**src/hw/rtl/ers_pkg.sv**
```systemverilog
// shared constants and types for the elevator request scheduler
// no dependencies
package ers_pkg;

  localparam int NUM_FLOORS = 64;
  localparam int FLOOR_W    = 6;
  localparam int CNT_W      = 7;

  localparam logic [1:0] DIR_UP     = 2'd0;
  localparam logic [1:0] DIR_DOWN   = 2'd1;
  localparam logic [1:0] DIR_EITHER = 2'd2;

  localparam logic [1:0] ACT_IDLE = 2'd0;
  localparam logic [1:0] ACT_UP   = 2'd1;
  localparam logic [1:0] ACT_DOWN = 2'd2;
  localparam logic [1:0] ACT_DOOR = 2'd3;

  localparam logic REQ_CALL = 1'b0;
  localparam logic REQ_TICK = 1'b1;

  typedef enum logic [1:0] {
    ST_IDLE,
    ST_SCAN,
    ST_STEP,
    ST_DONE
  } state_t;

endpackage

```
**src/hw/rtl/elevator_request_scheduler.sv**
```systemverilog
// elevator request scheduler top level: scan-style single-car scheduler
// depends on ers_pkg
//
// channel   dir   handshake              payload
// req       in    req_valid/req_ready    req_type, call_floor, req_dir
// rsp       out   rsp_valid/rsp_ready    accepted, action, car_floor, car_dir, pending_count
// cfg       in    cfg_we (no wait)       cfg_wdata (start floor preset)
//
// a floor request or a tick with nothing pending takes the sequencer from idle straight to
// the result step; any other tick first runs the target search, which passes over at most
// NUM_FLOORS - 1 floors, and then takes the car step before the result step
// one shared +/-1 unit walks the search pointer and then steps the car
// rst is synchronous: car at floor 0, nothing pending, direction either
// a result not yet taken holds the sequencer in its last step; req_ready is high only when idle
module elevator_request_scheduler (
  input  logic                      clk,
  input  logic                      rst,
  input  logic                      req_valid,
  output logic                      req_ready,
  input  logic                      req_type,
  input  logic [ers_pkg::FLOOR_W-1:0] call_floor,
  input  logic [1:0]                req_dir,
  output logic                      rsp_valid,
  input  logic                      rsp_ready,
  output logic                      accepted,
  output logic [1:0]                action,
  output logic [ers_pkg::FLOOR_W-1:0] car_floor,
  output logic [1:0]                car_dir,
  output logic [ers_pkg::CNT_W-1:0] pending_count,
  input  logic                      cfg_we,
  input  logic [ers_pkg::FLOOR_W-1:0] cfg_wdata
);
  import ers_pkg::*;

  // state
  state_t                 state, state_next;
  logic [FLOOR_W-1:0]     cur_floor;
  logic [NUM_FLOORS-1:0]  pending_map;
  logic [1:0]             travel_dir;
  logic [CNT_W-1:0]       pend_cnt;

  // sequencer working registers
  logic [FLOOR_W-1:0]     scan_idx;   // search pointer, holds the target once found
  logic                   scan_dn;    // search from the top for a downward car
  logic                   res_accepted;
  logic [1:0]             res_action;

  // control decodes
  logic                   req_fire;
  logic                   is_tick;
  logic                   map_empty;
  logic [1:0]             eff_dir;
  logic [1:0]             norm_dir;
  logic                   floor_ok;
  logic                   dir_ok;
  logic                   req_ok;
  logic                   scan_hit;
  logic                   out_free;
  logic                   load_out;

  // shared incrementer / decrementer and compare
  logic [FLOOR_W-1:0]     alu_in;
  logic                   alu_dn;
  logic [FLOOR_W-1:0]     alu_out;
  logic                   cur_lt_tgt;
  logic                   cur_gt_tgt;

  logic [FLOOR_W-1:0]     cfg_floor;

  assign map_empty = (pending_map == '0);
  assign eff_dir   = map_empty ? DIR_EITHER : travel_dir;
  assign req_fire  = req_valid && req_ready;
  assign is_tick   = (req_type == REQ_TICK);

  // direction code 3 behaves as either
  assign norm_dir = ((req_dir == DIR_UP) || (req_dir == DIR_DOWN)) ? req_dir : DIR_EITHER;

  // floors beyond the top are rejected
  assign floor_ok = ({1'b0, call_floor} < CNT_W'(NUM_FLOORS));

  // a moving car only takes requests in its own direction that are not behind it
  always_comb begin
    dir_ok = 1'b1;
    if (eff_dir == DIR_UP) begin
      dir_ok = (call_floor >= cur_floor) && (norm_dir == DIR_UP);
    end else if (eff_dir == DIR_DOWN) begin
      dir_ok = (call_floor <= cur_floor) && (norm_dir == DIR_DOWN);
    end
  end
  assign req_ok = floor_ok && dir_ok;

  assign scan_hit = pending_map[scan_idx];

  // target compare against the found floor
  assign cur_lt_tgt = (cur_floor < scan_idx);
  assign cur_gt_tgt = (cur_floor > scan_idx);

  // one +/-1 unit: walks the search pointer, then steps the car
  assign alu_in  = (state == ST_STEP) ? cur_floor : scan_idx;
  assign alu_dn  = (state == ST_STEP) ? cur_gt_tgt : scan_dn;
  assign alu_out = alu_dn ? (alu_in - FLOOR_W'(1)) : (alu_in + FLOOR_W'(1));

  // preset floor saturates at the top floor
  assign cfg_floor = ({1'b0, cfg_wdata} >= CNT_W'(NUM_FLOORS)) ?
                     FLOOR_W'(NUM_FLOORS - 1) : cfg_wdata;

  assign out_free = !rsp_valid || rsp_ready;

  // next state
  always_comb begin
    state_next = state;
    unique case (state)
      ST_IDLE: begin
        if (req_fire) begin
          if (is_tick && !map_empty) begin
            state_next = ST_SCAN;
          end else begin
            state_next = ST_DONE;
          end
        end
      end
      ST_SCAN: begin
        if (scan_hit) begin
          state_next = ST_STEP;
        end
      end
      ST_STEP: begin
        state_next = ST_DONE;
      end
      ST_DONE: begin
        if (out_free) begin
          state_next = ST_IDLE;
        end
      end
      default: begin
        state_next = ST_IDLE;
      end
    endcase
  end

  // sequencer outputs
  always_comb begin
    req_ready = 1'b0;
    load_out  = 1'b0;
    unique case (state)
      ST_IDLE: req_ready = 1'b1;
      ST_SCAN: req_ready = 1'b0;
      ST_STEP: req_ready = 1'b0;
      ST_DONE: load_out  = out_free;
      default: req_ready = 1'b0;
    endcase
  end

  always_ff @(posedge clk) begin
    if (rst) begin
      state <= ST_IDLE;
    end else begin
      state <= state_next;
    end
  end

  // scheduler state
  always_ff @(posedge clk) begin
    if (rst) begin
      cur_floor   <= '0;
      pending_map <= '0;
      travel_dir  <= DIR_EITHER;
      pend_cnt    <= '0;
    end else begin
      if (cfg_we) begin
        cur_floor <= cfg_floor;
      end else if (state == ST_STEP && (cur_lt_tgt || cur_gt_tgt)) begin
        cur_floor <= alu_out;
      end
      if (req_fire && !is_tick && req_ok) begin
        // insert the request and take over its direction
        pending_map[call_floor] <= 1'b1;
        travel_dir              <= norm_dir;
        if (!pending_map[call_floor]) begin
          pend_cnt <= pend_cnt + CNT_W'(1);
        end
      end else if (state == ST_STEP && !cur_lt_tgt && !cur_gt_tgt) begin
        // doors open at the target, floor served
        pending_map[cur_floor] <= 1'b0;
        pend_cnt               <= pend_cnt - CNT_W'(1);
      end
    end
  end

  // search pointer and per-request result
  always_ff @(posedge clk) begin
    if (req_fire) begin
      scan_dn      <= (eff_dir == DIR_DOWN);
      scan_idx     <= (eff_dir == DIR_DOWN) ? FLOOR_W'(NUM_FLOORS - 1) : '0;
      res_accepted <= !is_tick && req_ok;
      res_action   <= ACT_IDLE;
    end else if (state == ST_SCAN && !scan_hit) begin
      scan_idx <= alu_out;
    end else if (state == ST_STEP) begin
      if (cur_lt_tgt) begin
        res_action <= ACT_UP;
      end else if (cur_gt_tgt) begin
        res_action <= ACT_DOWN;
      end else begin
        res_action <= ACT_DOOR;
      end
    end
  end

  // result register
  always_ff @(posedge clk) begin
    if (rst) begin
      rsp_valid <= 1'b0;
    end else if (load_out) begin
      rsp_valid <= 1'b1;
    end else if (rsp_ready) begin
      rsp_valid <= 1'b0;
    end
  end

  always_ff @(posedge clk) begin
    if (load_out) begin
      accepted      <= res_accepted;
      action        <= res_action;
      car_floor     <= cur_floor;
      car_dir       <= eff_dir;
      pending_count <= pend_cnt;
    end
  end

`ifndef SYNTHESIS
  // running count tracks the map
  a_cnt_matches_map: assert property (@(posedge clk) disable iff (rst)
    pend_cnt == CNT_W'($countones(pending_map)))
    else $error("pending count out of step with pending map");

  // the search only leaves on a pending floor
  a_step_on_pending: assert property (@(posedge clk) disable iff (rst)
    (state == ST_STEP) |-> pending_map[scan_idx])
    else $error("step entered without a pending target");

  // car moves up one floor toward a target above it
  a_move_up: assert property (@(posedge clk) disable iff (rst)
    (state == ST_STEP && cur_lt_tgt && !cfg_we) |=>
      (cur_floor == $past(cur_floor) + FLOOR_W'(1)))
    else $error("car did not move up by one floor");

  // an accepted request leaves the idle state
  a_busy_after_fire: assert property (@(posedge clk) disable iff (rst)
    req_fire |=> (state != ST_IDLE))
    else $error("sequencer idle right after a request");
`endif

endmodule
```
**config.mk**
```make
export PLATFORM = sky130hd
export DESIGN_NAME = elevator_request_scheduler
export DESIGN_NICKNAME = d
export VERILOG_FILES = /design/src/hw/rtl/ers_pkg.sv /design/src/hw/rtl/elevator_request_scheduler.sv
export SDC_FILE = /design/constraint.sdc
export NUM_CORES = 1
export LEC_CHECK = 0
export ABC_AREA = 1
export BUFFER_PORTS_ARGS = -buffer_cell sky130_fd_sc_hd__buf_2
export CORE_AREA = 2 2 161 163
export CTS_BUF_LIST = sky130_fd_sc_hd__clkbuf_4
export CTS_CLUSTER_DIAMETER = 50
export DETAILED_ROUTE_END_ITERATION = 16
export DIE_AREA = 0 0 163 165
export GPL_TIMING_DRIVEN = 0
export MAX_ROUTING_LAYER = met4
export SYNTH_ARGS = -nofsm -noshare
export SYNTH_HDL_FRONTEND = slang
export SYNTH_SLANG_ARGS = --single-unit
```
**constraint.sdc**
```tcl
create_clock -name clk -period 3.37 [get_ports clk]
set_input_delay 0.674 -clock clk [delete_from_list [all_inputs] [get_ports clk]]
set_output_delay 0.674 -clock clk [all_outputs]
set_load 0.01 [all_outputs]
```
==> metrics.md <==
| Metric | Value |
|---|---|
| Transition time of the tightest slew-check pin | `1.55 ns` |
| Die outline area | `0.0269 mm^2` |
| Area fraction in and, or, nand and nor cells after synthesis | `26.3%` |
| Final worst path period share | `93.0%` |
| Most area-hungry cell type in the Yosys netlist | `sky130_fd_sc_hd__dfxtp_1` |
| Overall routing resource usage | `21.0%` |
| IR drop worst, VDD | `0.386 mV` |
| Cells on Worst Hold Path | `3` |
| Initial core utilization | `29.8%` |
| Final instance area | `0.00839 mm^2` |
| Post-route core utilization | `33.5%` |
| Final ANT Viol Nets | `0` |
| Path class of the lowest-slack min-delay path | `primary input to flip-flop` |
| Period minus WS final | `3.13 ns` |
| Area fraction in compound gates after synthesis | `26.9%` |
| Worst-case clock skew | `0.0317 ns` |
| Pin count of the biggest net entering global routing | `22` |
| Fillers | `2745` |
| Final-report setup violation count | `0` |
| Logic gate share of total power | `51.1%` |
| Clock tree root driver cell | `sky130_fd_sc_hd__clkbuf_4` |
| Clock transition at the registers of the reported paths | `0.20 ns` |
| Hold WS | `0.384 ns` |
| Number of global-route vias before repair | `7068` |
| Largest cells by area after synthesis | `sky130_fd_sc_hd__dfxtp_1, sky130_fd_sc_hd__nand2_1, sky130_fd_sc_hd__edfxtp_1, sky130_fd_sc_hd__o21ai_0, sky130_fd_sc_hd__a21oi_1` |
| Max-cap violation count | `1` |
| Switching power | `2.39 mW` |
| Aggregate negative setup slack | `0 ns` |
| EDFF count, synth | `26` |
| DIE HEIGHT | `165 um` |
| Count of H-tree levels built during CTS | `3` |
| Sum of routed wire length over all layers | `27.3 mm` |
| Cell Area, Synth | `0.00746 mm^2` |
| DP Area | `0.00810 mm^2` |
| Data arrival time of the critical path | `3.60 ns` |
| Internal power component | `2.53 mW` |
| Top_reg_cell synth | `sky130_fd_sc_hd__dfxtp_1` |
| Hold path start | `req_dir[1]` |
| Average wire per cell in the routed design | `18.5 um` |
| Standard-cell rows | `58` |
| Number of antenna violations at the first check in global routing | `1` |
| Placed cell count | `1450` |
| F_max | `0.319 GHz` |
| Mux cell area share after synthesis | `0%` |
| Port Buf Inserts | `36` |
| Critical path class | `flip-flop to flip-flop` |
| Synth Area in XOR/XNOR | `0.704%` |
| Detailed placement HPWL | `19.1 mm` |
| Capture instance of the worst register-to-register path | `pend_cnt[6]` |
| Logic depth of the worst register-to-register path | `22` |
| Congestion Overflow GR | `0` |
| Number of synthesis warnings | `0` |
| Start of the worst register-to-register path | `cur_floor[4]` |
| Net count after synthesis | `1129` |
| Clock Path Buffers | `2` |
| Vias | `7865` |
| Remaining routing DRC violations | `0` |
| CTS Buf Count | `9` |
| Post-place setup slack | `-0.459 ns` |
| Startpoint type of the worst setup path | `flip-flop` |
| Die Span X | `163 um` |
| Critical path fanouts, max | `15` |
| Num ports | `40` |
| Distinct cells, synth | `42` |
| Run status | `finished with violations` |
| Number of nets at the end of the flow | `1185` |
| Critical Path End Type | `flip-flop` |
| Required time reported for the critical path endpoint | `3.83 ns` |
| Clock net sink count | `110` |
| Detailed-router iteration count before antenna repair | `5` |
| Clock group share of total power | `14.4%` |
| Pwr/cell area | `587 mW/mm^2` |
| Count of state elements after synthesis | `110` |
| Violated checks | `max-capacitance violations, max-slew violations` |
| Proportion of synthesized chip area in sequential cells | `33.0%` |
| Most frequent cell after synthesis | `sky130_fd_sc_hd__nand2_1` |
| Total core area | `0.0250 mm^2` |
| Share of final-layout standard cells stronger than drive strength 1 | `14.3%` |
| Non-filler cells, final | `1474` |
| Post-synth ARST share | `0%` |
| Clk_lat worst skew | `0.54 ns` |
| Final Worst Setup Slack | `0.236 ns` |
| Final-report hold violation count | `0` |
| Synthesized instance count | `1082` |
| Reg2Reg Setup Slack | `0.24 ns` |
| Hold EP | `travel_dir[1]` |
| Syn avg cell area | `6.90 um^2` |
| Hold-fix buffers at CTS | `0` |
| Fraction of the mapped netlist area in adder cells | `4.73%` |
| Reported leakage power | `3.19 nW` |
| Rel. slew slack | `-4.34%` |
| Post-layout power | `4.92 mW` |
| Sw frac | `48.5%` |
| Detailed Route Iter0 Violations | `714` |
| Via/cell ratio | `5.34` |
| Area share of the largest cell type after synthesis | `22.5%` |
| Power share of the sequential group | `34.5%` |
| Max-slew violation total from the final report | `7` |
| Global-route wire length before repair | `41.7 mm` |
| Area delta synth->final | `12.4%` |
| Top post-synthesis cells by count | `sky130_fd_sc_hd__nand2_1, sky130_fd_sc_hd__nor2_1, sky130_fd_sc_hd__o21ai_0, sky130_fd_sc_hd__a21oi_1, sky130_fd_sc_hd__inv_1` |
| Final GP Congestion | `0.968` |
| TritonCTS clock tree | `done` |
| Combinational family with the most area after synthesis | `compound AO/OA/AOI/OAI gates` |
[cell usage in the layout, fill, tap and decap left out, types with 14 or more instances in the layout]
| cell | Yosys | final |
|---|---|---|
| sky130_fd_sc_hd__a211oi_2 | 30 | 30 |
| sky130_fd_sc_hd__a21oi_1 | 99 | 95 |
| sky130_fd_sc_hd__ha_1 | 25 | 24 |
| sky130_fd_sc_hd__nand2_1 | 261 | 260 |
| sky130_fd_sc_hd__nor3_2 | 10 | 16 |
| sky130_fd_sc_hd__o21ai_0 | 118 | 117 |
| sky130_fd_sc_hd__nand3_1 | 27 | 26 |
| sky130_fd_sc_hd__nor2_1 | 131 | 130 |
| sky130_fd_sc_hd__a211oi_1 | 34 | 34 |
| sky130_fd_sc_hd__inv_1 | 88 | 87 |
| sky130_fd_sc_hd__dfxtp_1 | 84 | 79 |
| sky130_fd_sc_hd__edfxtp_1 | 26 | 26 |
| sky130_fd_sc_hd__buf_2 | 15 | 48 |
| sky130_fd_sc_hd__o21ai_1 | 35 | 36 |
| sky130_fd_sc_hd__nor3_1 | 20 | 14 |
| sky130_fd_sc_hd__clkbuf_1 | 24 | 24 |
[routing by layer]
layer  global-route usage (%)  vias to the layer above  part of all wire [%]
met5                        -                        -                     0
met2                     31.7                      394                    44
li1                         -                     3787                     -
met3                     3.94                       86                   8.8
met4                     9.98                        0                   4.3
met1                     27.1                     3598                    43
[worst max-delay path, stage by stage, from the launching register on]
cell	delay (ns)
sky130_fd_sc_hd__dfxtp_2	0.37
sky130_fd_sc_hd__buf_4	0.16
sky130_fd_sc_hd__inv_1	0.08
sky130_fd_sc_hd__ha_1	0.27
sky130_fd_sc_hd__nand2_1	0.07
sky130_fd_sc_hd__nor2_2	0.13
sky130_fd_sc_hd__nand3_1	0.10
sky130_fd_sc_hd__nand3_1	0.10
sky130_fd_sc_hd__nand2_1	0.09
sky130_fd_sc_hd__nand4_4	0.12
sky130_fd_sc_hd__nand3_4	0.10
sky130_fd_sc_hd__buf_8	0.17
sky130_fd_sc_hd__ha_1	0.35
sky130_fd_sc_hd__a21oi_2	0.17
sky130_fd_sc_hd__nand2_1	0.06
sky130_fd_sc_hd__nand2_1	0.07
sky130_fd_sc_hd__nand2_1	0.07
sky130_fd_sc_hd__a21oi_2	0.17
sky130_fd_sc_hd__nand4_1	0.11
sky130_fd_sc_hd__nand2_1	0.08
sky130_fd_sc_hd__inv_1	0.05
sky130_fd_sc_hd__a21oi_1	0.12
sky130_fd_sc_hd__nor2_1	0.06
[cells by family (layout without fill, tap and decap cells)]
group,Yosys count,after routing
AND/OR/NAND/NOR,464,464
AO/OA/AOI/OAI,332,332
buffers and inverters,143,204
flip-flops,110,110
adder cells (fa/ha/maj),27,27
XOR/XNOR,6,6
other,0,1
[flip-flops by register name, indices dropped and copies added (netlist names), 2 cells and up]
signal / count
pending_map: 64
pend_cnt: 7
pending_count: 7
car_floor: 6
cur_floor: 6
scan_idx: 6
action: 2
car_dir: 2
res_action: 2
state: 2
travel_dir: 2
[what timing repair did]
item | 4_1_cts | 5_1_grt
setup buffers | 0 | 7
endpoints found under the setup margin | 8 | 8
pin swaps | 0 | 2
cloned | 0 | 0
resized for setup | 17 | 12
[worst max path at each step]
stage	from	to	slack [ns]	cells after the start
2_1_floorplan	call_floor[0]	pend_cnt[6]	0.11	21
3_3_place_gp	call_floor[0]	pend_cnt[6]	-0.41	24
3_5_place_dp	call_floor[0]	pend_cnt[6]	-0.46	24
4_1_cts	scan_idx[1]	scan_idx[5]	0.001	20
5_1_grt	cur_floor[4]	pend_cnt[6]	-0.006	22
6_report	cur_floor[4]	pend_cnt[6]	0.24	22
[layout make-up]
type                    instances  area, um^2  share of cell area (%)
plain buffers                  50         288                    3.43
diodes                          1        2.50                  0.0298
inverters                      93         365                    4.35
flip-flops and latches        110        2480                    29.5
well taps                     330         413                    4.92
clock inverters                 7        76.3                   0.909
multi-input cells             829        4450                    53.0
repair buffers                 45         249                    2.97
clock buffers                   9        67.6                   0.805
[power by group through the flow]
stage               sequential (mW)  clock (mW)  combinational (mW)
floorplan                      1.69           0                1.59
global placement               1.72           0                2.28
detailed placement             1.72           0                2.32
CTS                            1.70       0.726                2.38
global route                   1.72       0.769                2.77
finish                         1.70       0.711                2.51
No activity file was read; power rests on OpenSTA's default activity.
